### src/sv/psd_pkg.sv
// Shared types, register codes and constants for the smoothed-derivative PID block.
`default_nettype none

package psd_pkg;

  localparam int VALUE_WIDTH_DEF = 32;

  localparam int CFG_DATA_W = 32;
  localparam int CFG_IDX_W  = 3;

  localparam int GAIN_W = 32;
  localparam int PER_W  = 31;
  localparam int SF_W   = 17;

  localparam int FRAC_BITS = 16;

  // Multiplier digit: the config operand is consumed this many bits per cycle
  localparam int DIGIT_W    = 8;
  localparam int NUM_DIGITS = GAIN_W / DIGIT_W;
  localparam int DIG_CNT_W  = $clog2(NUM_DIGITS);
  localparam logic [DIG_CNT_W-1:0] DIG_LAST = DIG_CNT_W'(NUM_DIGITS - 1);

  typedef enum logic [CFG_IDX_W-1:0] {
    REG_KP,
    REG_KI,
    REG_KD,
    REG_BIAS,
    REG_PERIOD,
    REG_INV_PERIOD,
    REG_INT_LIMIT,
    REG_SMOOTHING
  } cfg_reg_t;

  localparam logic [PER_W-1:0] PERIOD_RST     = 31'd65536;
  localparam logic [PER_W-1:0] INV_PERIOD_RST = 31'd65536;
  localparam logic [PER_W-1:0] INT_LIMIT_RST  = 31'h7FFF_FFFF;
  localparam logic [SF_W-1:0]  SMOOTHING_RST  = 17'd65536;

  typedef struct packed {
    logic signed [31:0] measured;
    logic signed [31:0] target;
  } in_item_t;

  typedef struct packed {
    logic signed [31:0] drive;
    logic               integral_clamped;
  } out_item_t;

endpackage

`default_nettype wire

### src/sv/pid_smoothed_derivative.sv
// PID controller with smoothed-error derivative and clamped integral, Q16.16.
//
// Input channel (in_valid / in_stall / in_item): one item per control sample,
// holding the measured value and the setpoint. Result channel (out_valid /
// out_stall / out_item): one item per input, the saturated drive and a flag
// set when the integral clamp acted. Config port: cfg_wr_en writes cfg_data
// into register cfg_index (kp, ki, kd, bias, period, inverse_period,
// integral_limit, smoothing weight); write only while the block is idle.
//
// All six Q16.16 products run on one shared multiplier that takes the gain
// operand 8 bits per cycle: each product takes a load step, a digit step for
// each 8-bit digit of the gain operand and a rounding step. The block holds
// one item at a time; in_stall is high from acceptance until the result is
// written to the output register. A finished result waiting under out_stall
// does not block acceptance of the next item; that item waits at its end
// until the output register frees up.
//
// Reset (synchronous, rst_n low) clears integral and smoothed-error state,
// restores register defaults and drops out_valid.
`default_nettype none

module pid_smoothed_derivative
  import psd_pkg::*;
#(
  parameter int VALUE_WIDTH = VALUE_WIDTH_DEF
) (
  input  logic                  clk,
  input  logic                  rst_n,
  input  logic                  in_valid,
  output logic                  in_stall,
  input  in_item_t              in_item,
  output logic                  out_valid,
  input  logic                  out_stall,
  output out_item_t             out_item,
  input  logic                  cfg_wr_en,
  input  logic [CFG_IDX_W-1:0]  cfg_index,
  input  logic [CFG_DATA_W-1:0] cfg_data
);

  localparam int W  = VALUE_WIDTH;
  localparam int MX = (W > 33) ? W : 33;
  localparam int LW = MX + 2;
  localparam int PW = W + GAIN_W;
  localparam int QW = PW - FRAC_BITS;

  localparam logic signed [LW-1:0] W_MAX_L = {{(LW-W+1){1'b0}}, {(W-1){1'b1}}};
  localparam logic signed [LW-1:0] W_MIN_L = {{(LW-W+1){1'b1}}, {(W-1){1'b0}}};
  localparam logic signed [LW-1:0] D_MAX_L = {{(LW-31){1'b0}}, {31{1'b1}}};
  localparam logic signed [LW-1:0] D_MIN_L = {{(LW-31){1'b1}}, {31{1'b0}}};
  localparam logic [QW-1:0] Q_POS_MAX = {{(QW-W+1){1'b0}}, {(W-1){1'b1}}};
  localparam logic [QW-1:0] Q_NEG_MAX = {{(QW-W){1'b0}}, 1'b1, {(W-1){1'b0}}};
  localparam logic [QW-1:0] Q_ONE     = {{(QW-1){1'b0}}, 1'b1};

  typedef enum logic [2:0] {
    ST_IDLE,
    ST_LOAD,
    ST_MUL,
    ST_FIN,
    ST_OUT
  } state_t;

  typedef enum logic [2:0] {
    OP_SMOOTH,
    OP_DERIV,
    OP_INTEG,
    OP_P_TERM,
    OP_I_TERM,
    OP_D_TERM
  } op_t;

  function automatic logic signed [W-1:0] sat_w(input logic signed [LW-1:0] x);
    if (x > W_MAX_L) begin
      return W_MAX_L[W-1:0];
    end else if (x < W_MIN_L) begin
      return W_MIN_L[W-1:0];
    end
    return x[W-1:0];
  endfunction

  // Configuration registers
  logic signed [GAIN_W-1:0] kp_r, ki_r, kd_r, bias_r;
  logic [PER_W-1:0]         period_r, inv_period_r, int_limit_r;
  logic [SF_W-1:0]          smoothing_r;

  // Controller state and per-item working values
  logic signed [W-1:0]  integ_r, prev_r;
  logic signed [W-1:0]  e_r, s_r, d_r, sum_r;
  logic signed [LW-1:0] tot_r;
  logic                 flag_r;

  // Shared digit-serial multiplier
  logic [W-1:0]         a_mag_r;
  logic [GAIN_W-1:0]    b_mag_r;
  logic [PW-1:0]        prod_r;
  logic                 neg_r;
  logic [DIG_CNT_W-1:0] dig_r;

  state_t    state_r;
  op_t       op_r;
  logic      out_valid_r;
  out_item_t out_item_r;

  logic signed [W:0]      op_x;
  logic signed [GAIN_W:0] op_y;
  logic [W:0]             x_abs;
  logic [GAIN_W:0]        y_abs;
  logic [W+DIGIT_W-1:0]   digit_prod;
  logic [W+DIGIT_W-1:0]   step_sum;
  logic [PW-1:0]          prod_nxt;
  logic [QW-1:0]          q_raw, q_max, q_sat;
  logic                   frac_nz;
  logic signed [W-1:0]    m_val;
  logic signed [LW-1:0]   m_ext, prev_ext, integ_ext, err_diff, bias_ext;
  logic signed [LW-1:0]   lim_ext, neg_lim, sum_pre_ext;
  logic signed [W-1:0]    sum_pre;

  always_ff @(posedge clk) begin
    if (!rst_n) begin
      kp_r         <= '0;
      ki_r         <= '0;
      kd_r         <= '0;
      bias_r       <= '0;
      period_r     <= PERIOD_RST;
      inv_period_r <= INV_PERIOD_RST;
      int_limit_r  <= INT_LIMIT_RST;
      smoothing_r  <= SMOOTHING_RST;
    end else if (cfg_wr_en) begin
      unique case (cfg_reg_t'(cfg_index))
        REG_KP:         kp_r         <= cfg_data;
        REG_KI:         ki_r         <= cfg_data;
        REG_KD:         kd_r         <= cfg_data;
        REG_BIAS:       bias_r       <= cfg_data;
        REG_PERIOD:     period_r     <= cfg_data[PER_W-1:0];
        REG_INV_PERIOD: inv_period_r <= cfg_data[PER_W-1:0];
        REG_INT_LIMIT:  int_limit_r  <= cfg_data[PER_W-1:0];
        REG_SMOOTHING:  smoothing_r  <= cfg_data[SF_W-1:0];
        default: ;
      endcase
    end
  end

  // Operand select: data operand on x, gain operand on y
  always_comb begin
    op_x = '0;
    op_y = '0;
    unique case (op_r)
      OP_SMOOTH: begin
        op_x = {e_r[W-1], e_r} - {prev_r[W-1], prev_r};
        op_y = {{(GAIN_W+1-SF_W){1'b0}}, smoothing_r};
      end
      OP_DERIV: begin
        op_x = {s_r[W-1], s_r} - {prev_r[W-1], prev_r};
        op_y = {{(GAIN_W+1-PER_W){1'b0}}, inv_period_r};
      end
      OP_INTEG: begin
        op_x = {e_r[W-1], e_r};
        op_y = {{(GAIN_W+1-PER_W){1'b0}}, period_r};
      end
      OP_P_TERM: begin
        op_x = {e_r[W-1], e_r};
        op_y = {kp_r[GAIN_W-1], kp_r};
      end
      OP_I_TERM: begin
        op_x = {sum_r[W-1], sum_r};
        op_y = {ki_r[GAIN_W-1], ki_r};
      end
      OP_D_TERM: begin
        op_x = {d_r[W-1], d_r};
        op_y = {kd_r[GAIN_W-1], kd_r};
      end
      default: ;
    endcase
  end

  assign x_abs = op_x[W] ? (~op_x + 1'b1) : op_x;
  assign y_abs = op_y[GAIN_W] ? (~op_y + 1'b1) : op_y;

  // One digit step: add a times the low digit of b into the upper product, shift right
  assign digit_prod = {{DIGIT_W{1'b0}}, a_mag_r} * {{W{1'b0}}, b_mag_r[DIGIT_W-1:0]};
  assign step_sum   = {{DIGIT_W{1'b0}}, prod_r[PW-1:GAIN_W]} + digit_prod;
  assign prod_nxt   = {step_sum, prod_r[GAIN_W-1:DIGIT_W]};

  // Drop fraction bits, round toward minus infinity, saturate to W bits
  assign q_raw   = prod_r[PW-1:FRAC_BITS];
  assign frac_nz = |prod_r[FRAC_BITS-1:0];
  assign q_max   = neg_r ? Q_NEG_MAX : Q_POS_MAX;

  always_comb begin
    if (q_raw > q_max) begin
      q_sat = q_max;
    end else if (neg_r && frac_nz && (q_raw != q_max)) begin
      q_sat = q_raw + Q_ONE;
    end else begin
      q_sat = q_raw;
    end
  end

  assign m_val = neg_r ? (~q_sat[W-1:0] + 1'b1) : q_sat[W-1:0];

  assign m_ext     = {{(LW-W){m_val[W-1]}}, m_val};
  assign prev_ext  = {{(LW-W){prev_r[W-1]}}, prev_r};
  assign integ_ext = {{(LW-W){integ_r[W-1]}}, integ_r};
  assign bias_ext  = {{(LW-GAIN_W){bias_r[GAIN_W-1]}}, bias_r};
  assign err_diff  = {{(LW-32){in_item.target[31]}}, in_item.target}
                   - {{(LW-32){in_item.measured[31]}}, in_item.measured};

  assign lim_ext     = {{(LW-PER_W){1'b0}}, int_limit_r};
  assign neg_lim     = -lim_ext;
  assign sum_pre     = sat_w(integ_ext + m_ext);
  assign sum_pre_ext = {{(LW-W){sum_pre[W-1]}}, sum_pre};

  always_ff @(posedge clk) begin
    if (!rst_n) begin
      state_r     <= ST_IDLE;
      op_r        <= OP_SMOOTH;
      dig_r       <= '0;
      out_valid_r <= 1'b0;
      integ_r     <= '0;
      prev_r      <= '0;
    end else begin
      // drop a taken result unless a new one replaces it this cycle
      if (out_valid_r && !out_stall && (state_r != ST_OUT)) begin
        out_valid_r <= 1'b0;
      end
      unique case (state_r)
        ST_IDLE: begin
          if (in_valid) begin
            e_r     <= sat_w(err_diff);
            tot_r   <= bias_ext;
            flag_r  <= 1'b0;
            op_r    <= OP_SMOOTH;
            state_r <= ST_LOAD;
          end
        end
        ST_LOAD: begin
          a_mag_r <= x_abs[W-1:0];
          b_mag_r <= y_abs[GAIN_W-1:0];
          neg_r   <= op_x[W] ^ op_y[GAIN_W];
          prod_r  <= '0;
          dig_r   <= '0;
          state_r <= ST_MUL;
        end
        ST_MUL: begin
          prod_r  <= prod_nxt;
          b_mag_r <= b_mag_r >> DIGIT_W;
          dig_r   <= dig_r + 1'b1;
          if (dig_r == DIG_LAST) begin
            state_r <= ST_FIN;
          end
        end
        ST_FIN: begin
          unique case (op_r) inside
            OP_SMOOTH: s_r <= sat_w(prev_ext + m_ext);
            OP_DERIV:  d_r <= m_val;
            OP_INTEG: begin
              if (sum_pre_ext > lim_ext) begin
                sum_r  <= lim_ext[W-1:0];
                flag_r <= 1'b1;
              end else if (sum_pre_ext < neg_lim) begin
                sum_r  <= neg_lim[W-1:0];
                flag_r <= 1'b1;
              end else begin
                sum_r <= sum_pre;
              end
            end
            OP_P_TERM, OP_I_TERM, OP_D_TERM: tot_r <= tot_r + m_ext;
            default: ;
          endcase
          if (op_r == OP_D_TERM) begin
            state_r <= ST_OUT;
          end else begin
            op_r    <= op_t'(op_r + 1'b1);
            state_r <= ST_LOAD;
          end
        end
        ST_OUT: begin
          // hold until the output register is free
          if (!out_valid_r || !out_stall) begin
            out_valid_r <= 1'b1;
            if (tot_r > D_MAX_L) begin
              out_item_r.drive <= D_MAX_L[31:0];
            end else if (tot_r < D_MIN_L) begin
              out_item_r.drive <= D_MIN_L[31:0];
            end else begin
              out_item_r.drive <= tot_r[31:0];
            end
            out_item_r.integral_clamped <= flag_r;
            integ_r <= sum_r;
            prev_r  <= s_r;
            state_r <= ST_IDLE;
          end
        end
        default: state_r <= ST_IDLE;
      endcase
    end
  end

  assign in_stall  = (state_r != ST_IDLE);
  assign out_valid = out_valid_r;
  assign out_item  = out_item_r;

endmodule

`default_nettype wire

### config.mk
export PLATFORM = sky130hd
export DESIGN_NAME = pid_smoothed_derivative
export DESIGN_NICKNAME = d
export VERILOG_FILES = /design/src/sv/psd_pkg.sv /design/src/sv/pid_smoothed_derivative.sv
export SDC_FILE = /design/constraint.sdc
export NUM_CORES = 2
export LEC_CHECK = 0
export BUFFER_PORTS_ARGS = -buffer_cell sky130_fd_sc_hd__buf_2
export CORE_MARGIN = 4
export CORE_UTILIZATION = 57
export CTS_CLUSTER_DIAMETER = 40
export CTS_CLUSTER_SIZE = 28
export DETAILED_ROUTE_END_ITERATION = 7
export PLACE_DENSITY_LB_ADDON = 0.2
export SLEW_MARGIN = 20
export SYNTH_ARGS = -nofsm -noshare
export SYNTH_HDL_FRONTEND = slang
export SYNTH_SLANG_ARGS = --single-unit
export TNS_END_PERCENT = 30
### constraint.sdc
create_clock -name clk -period 17.06 [get_ports clk]
set_input_delay 3.412 -clock clk [delete_from_list [all_inputs] [get_ports clk]]
set_output_delay 3.412 -clock clk [all_outputs]
set_load 0.02 [all_outputs]
# After elaboration in Yosys (flattened, before gate mapping)
# Cells that the tools add are included.
[totals]
out_inout_bits = 35
register_bits = 637
[op_classes]
eq_ne = 26
bitwise_logic = 4
n_addsub = 14
mul = 1
n_reduce_logical = 36
order_cmp = 11
mux = 54
[ops]
columns = ["operator", "n"]
rows = [
  ["32-bit 2-to-1 mux", 17],
  ["33-bit one-hot mux with 6 select lines", 1],
  ["33-bit one-hot mux with 5 select lines", 1],
  ["32-bit by 1-bit adder with 32-bit output (second input constant)", 4],
  ["64-bit one-hot mux with 2 select lines", 1],
  ["33-bit by 32-bit > comparator with 1-bit output (second input constant)", 3],
  ["33-bit by 32-bit less-than comparator with 1-bit output (second input constant)", 3],
  ["32-bit by 32-bit subtractor with 33-bit output", 3],
  ["32-bit NOT", 3],
  ["35-bit 2-to-1 mux", 2],
  ["35-bit one-hot mux with 2 select lines", 1],
  ["32-bit by 32-bit adder with 33-bit output", 2],
  ["32-bit one-hot mux with 2 select lines", 1],
  ["48-bit by 32-bit > comparator with 1-bit output", 1],
  ["48-bit by 32-bit != test with 1-bit output", 1],
  ["32-bit by 40-bit adder with 40-bit output", 1],
  ["32-bit by 8-bit multiplier with 40-bit output", 1],
  ["35-bit by 32-bit adder with 35-bit output", 1],
  ["35-bit by 32-bit > comparator with 1-bit output (second input constant)", 1],
  ["32-bit by 35-bit less-than comparator with 1-bit output", 1],
  ["35-bit by 32-bit less-than comparator with 1-bit output (second input constant)", 1],
  ["31-bit negator with 35-bit output", 1],
  ["32-bit > comparator", 1],
  ["31-bit 2-to-1 mux", 1],
  ["other kinds (29)", 93],
]

# Longest topological paths before layout
[depth]
ltp_word = 18
ltp_mapped = 51
mapped_depth_nobuf = 41

# Least setup slack after synthesis
# Ideal clock, no wire load.
[synth_timing]
path_kind = "reg2reg"
from = "register neg_r"
to = "register sum_r[11], data pin"
path_stages_with_launch = 47
setup_slack_ns = 6.370
setup_ns = 0.261
arrival_ns = 10.429
period_less_slack_ns = 10.690
cell_sequence = "edfxtp_1 clkbuf_1 inv_1 clkbuf_1 clkbuf_1 ha_1 nand4_1 nor3_1 and4_1 clkbuf_1 clkbuf_1 clkbuf_1 nor2_1 xnor2_1 a21oi_1 inv_1 ha_1 clkbuf_1 [11 not listed] a2111oi_0 a32oi_1 nor2_1 clkbuf_1 a21oi_1 ha_1 a21o_1 a21o_1 a21o_1 a21o_1 a21oi_1 o21a_1 a2bb2oi_1 nand3_1 clkinv_1 nor2_1 clkbuf_1 a221o_1"
[synth_via]
elab_chain_cells = 16
elab_cells_between_ends = 21
cone_classes = "add/sub (2); order compare (5); eq/ne (1); mux (10); bitwise (1); reduce/logical (2)"
[synth_lines]
columns = ["item", "line", "source"]
rows = [
  ["start, declared", "pid_smoothed_derivative.sv:95", "logic neg_r;"],
  ["start signal, assigned", "pid_smoothed_derivative.sv:238", "neg_r <= op_x[W] ^ op_y[GAIN_W];"],
  ["branches (longest 7 deep; another with 48-bit by 32-bit > comparator with 1-bit output)", "--", ""],
  ["32-bit 2-to-1 mux *", "pid_smoothed_derivative.sv:198", "assign m_val = neg_r ? (~q_sat[W-1:0] + 1'b1) : q_sat[W-1:0];"],
  ["named net m_val[0]", "pid_smoothed_derivative.sv:112", "logic signed [W-1:0] m_val;"],
  ["32-bit by 32-bit adder with 33-bit output *", "pid_smoothed_derivative.sv:209", "assign sum_pre = sat_w(integ_ext + m_ext);"],
  ["33-bit by 32-bit less-than comparator with 1-bit output", "pid_smoothed_derivative.sv:74", "end else if (x < W_MIN_L) begin"],
  ["1-bit 2-to-1 mux", "pid_smoothed_derivative.sv:74", ""],
  ["1-bit 2-to-1 mux", "pid_smoothed_derivative.sv:72", "if (x > W_MAX_L) begin"],
  ["32-bit 2-to-1 mux *", "pid_smoothed_derivative.sv:77", "return x[W-1:0];"],
  ["32-bit by 35-bit less-than comparator with 1-bit output", "pid_smoothed_derivative.sv:259", "end else if (sum_pre_ext < neg_lim) begin"],
  ["32-bit 2-to-1 mux", "pid_smoothed_derivative.sv:259", ""],
  ["31-bit 2-to-1 mux *", "pid_smoothed_derivative.sv:256", "if (sum_pre_ext > lim_ext) begin"],
  ["end signal, assigned", "pid_smoothed_derivative.sv:257", "sum_r <= lim_ext[W-1:0];"],
  ["end signal, assigned", "pid_smoothed_derivative.sv:260", "sum_r <= neg_lim[W-1:0];"],
  ["end signal, assigned", "pid_smoothed_derivative.sv:263", "sum_r <= sum_pre;"],
  ["end, declared", "pid_smoothed_derivative.sv:87", "logic signed [W-1:0] e_r, s_r, d_r, sum_r;"],
]
# Mark *: on every way through the listed nets, which the timed path passes.
# A chain may end at the register's enable or synchronous reset.

# Worst setup path in the final report
[layout_timing]
from = "register neg_r"
to = "register sum_r[28], data pin"
# Same word-level chain as after synthesis.

==> results.py <==
metrics = {
    "outcome": {
        "status": "finished with violations",
        "violations": "design-rule violations",
    },
    "cts": {
        "clkSinkCount": 637,
        "cts_setup_buffers": 0,
        "cts_tree": "done",
        "cts_root_buf": "clkbuf_16",
        "ctsResizeCount": 0,
        "cts_buffers": 98,
        "htreeDepth": 3,
        "cts_max_path_buffers": 3,
        "clock_latency_ns": 0.68,
        "cts_hold_buffers": 0,
        "path_clk_slew_ns": 0.06,
    },
    "critical_path": {
        "critical_path_class": "reg2reg",
        "path_buf_inv": 9,
        "worst_ep_required_time_ns": 17.52,
        "cpPeakStageDelay_ns": 1.14,
        "cp_top_family": "compound AO/OA/AOI/OAI gates",
        "end_kind": "register",
        "crit_fanout": 87,
        "arrival_ns": 13.62,
        "slowest_stage": "nor2_2",
        "startpoint_type": "register",
    },
    "routing": {
        "vias": 42100,
        "wl_mm": 151,
        "route.detailed.drc": 1,
        "dr.pass1.iters": 8,
        "wl_per_cell_um": 22.0,
        "vias_per_cell": 6.15,
        "postRouteAntennaNets": 0,
        "first_iter_violations": 4106,
    },
    "floorplanning": {
        "die_w_um": 300,
        "coreArea_mm2": 0.0841,
        "dieArea_mm2": 0.0901,
        "die_h_um": 300,
        "ios": 139,
        "rows": 106,
        "initial_core_util": 0.579,
    },
    "synthesis": {
        "synth_edf_count": 326,
        "synth.avg_cell_area_um2": 8.70,
        "yosys_warnings": 0,
        "synth_compound_area_frac": 0.203,
        "ys_seq_area_frac": 0.329,
        "syn-cell-area_mm2": 0.0486,
        "synthCells": 5591,
        "synthDistinctLibCells": 92,
        "synth_top_family_by_area": "compound AO/OA/AOI/OAI gates",
        "synth_simple_gate_area_frac": 0.184,
        "synthesis.nets": 6242,
        "synth_xor_area_frac": 0.0510,
        "async_reset_ff_frac": 0,
        "synth_flop_cell": "edfxtp_1",
        "synthAdderAreaFrac": 0.177,
        "synth.mux.area_fraction": 0.00383,
        "ys_ff_latch": 637,
    },
    "timing": {
        "finalSetupViolCount": 0,
        "fin_tns_setup_ns": 0,
        "period_minus_slack_ns": 13.16,
        "fin_ws_ns": 3.90,
        "hold_violations": 0,
        "tightest_slew_ns": 1.18,
        "max_freq_mhz": 76.0,
        "rsz0062_at_grt": "false",
        "min_period_over_period": 0.771,
        "slew_headroom": 0.213,
        "fin_skew_ns": 0.0389,
        "whs_ns": 0.446,
        "final_max_slew_viol_count": 0,
    },
    "power": {
        "power_density_mw_per_mm2": 141,
        "ir_worst_vdd_mv": 0.193,
        "p_seq_frac": 0.243,
        "switchingPower_mw": 3.08,
        "power.share.switching": 0.404,
        "intPower_mw": 4.55,
        "clkPwrFrac": 0.276,
        "p_comb_frac": 0.481,
        "p_leak_nw": 21.9,
    },
    "global_routing": {
        "grt_overflow": 0,
        "grt_util_all_layers": 0.329,
        "grt_max_degree": 125,
        "grt_pass1_wl_mm": 234,
        "antenna_found_initial": 7,
        "grt_pass1_vias": 40400,
    },
    "final_layout": {
        "drive_above_1_share": 0.0815,
        "final_common_cell": "nand2_1",
        "area_delta_synth_final_pct": 10.9,
        "final_cell_mix": "nand2_1 (1074), inv_1 (367), ha_1 (329)",
        "num-nets-final": 6273,
        "largest-register": "prod_r",
        "largest_reg_flops": 64,
    },
    "place": {
        "gp_congestion": 0.962,
        "port-buffer-count": 138,
        "hpwl_mm": 110,
        "pre_cts_slack_ns": 4.15,
    },
    "min_path": {
        "holdCritPathClass": "reg2reg",
    },
    "flow_run": {
        "maxCapViolations": 0,
    },
}
-- cell type report --
class,count,area [µm²]
Antenna cell,3,7.51
Clock buffer,114,2620
Clock inverter,72,892
Fill cell,7185,30100
Inverter,371,1390
Multi-Input combinational cell,4291,30300
Sequential cell,637,16000
Tap cell,1134,1420
Timing Repair Buffer,223,1370
-- routing by layer --
layer  part of all wire  wire length, µm  GRT usage
met5            0.00085              128          0
met4              0.051             7650      0.147
met3              0.078            11800     0.0510
met2               0.46            69200      0.538
met1               0.41            62100      0.434
-- power by group through the flow --
stage          logic (mW)  registers (mW)  clock network, mW
2_1_floorplan        2.75            1.83                  0
3_3_place_gp         3.52            1.89                  0
3_5_place_dp         3.57            1.89                  0
4_1_cts              3.63            1.86               2.12
5_1_grt              4.11            1.86               2.20
6_report             3.67            1.86               2.11
-- final timing paths --
check                                      start  slack (ns)               endpoint  cells after the start
worst max-delay path             neg_r$_DFFE_PP_        3.90    sum_r[28]$_DFFE_PP_                     45
worst min-delay path            flag_r$_DFFE_PP_        0.45  out_item[0]$_DFFE_PP_                      0
worst max register to register   neg_r$_DFFE_PP_        3.90    sum_r[28]$_DFFE_PP_                     45
worst min register to register  flag_r$_DFFE_PP_        0.45  out_item[0]$_DFFE_PP_                      0
-- per-stage QoR --
stage          cell area, µm²   util  power, mW  instances
4_1_cts                 53900  0.641       7.61       6839
6_report                54000  0.642       7.63       6845
3_3_place_gp            50400  0.599       5.41       6653
3_5_place_dp            50400  0.599       5.46       6653
5_1_grt                 54000  0.642       8.17       6842
2_1_floorplan           48600      -       4.58       5591
-- cell families after synthesis --
logic type | after synthesis
and+or+nand+nor | 1975
AOI/OAI and AO/OA | 1454
buffers and inverters | 663
DFF | 637
adders and majority gates | 561
xor gates and xnor gates | 283
muxes | 18
-- synthesized netlist by cell type, drive strengths merged, types with 128 or more instances --
| master | instances | area share |
|---|---|---|
| xnor2 | 170 | 0.031 |
| edfxtp | 326 | 0.20 |
| clkbuf | 269 | 0.021 |
| dfxtp | 311 | 0.13 |
| o21ai | 254 | 0.026 |
| inv | 369 | 0.028 |
| fa | 217 | 0.089 |
| ha | 330 | 0.085 |
| a21o | 128 | 0.020 |
| a21boi | 283 | 0.044 |
| a21oi | 286 | 0.029 |
| nor2 | 266 | 0.021 |
| nand2 | 1077 | 0.083 |
| and2 | 158 | 0.020 |
Note: power is estimated with default switching activity, not from simulation.
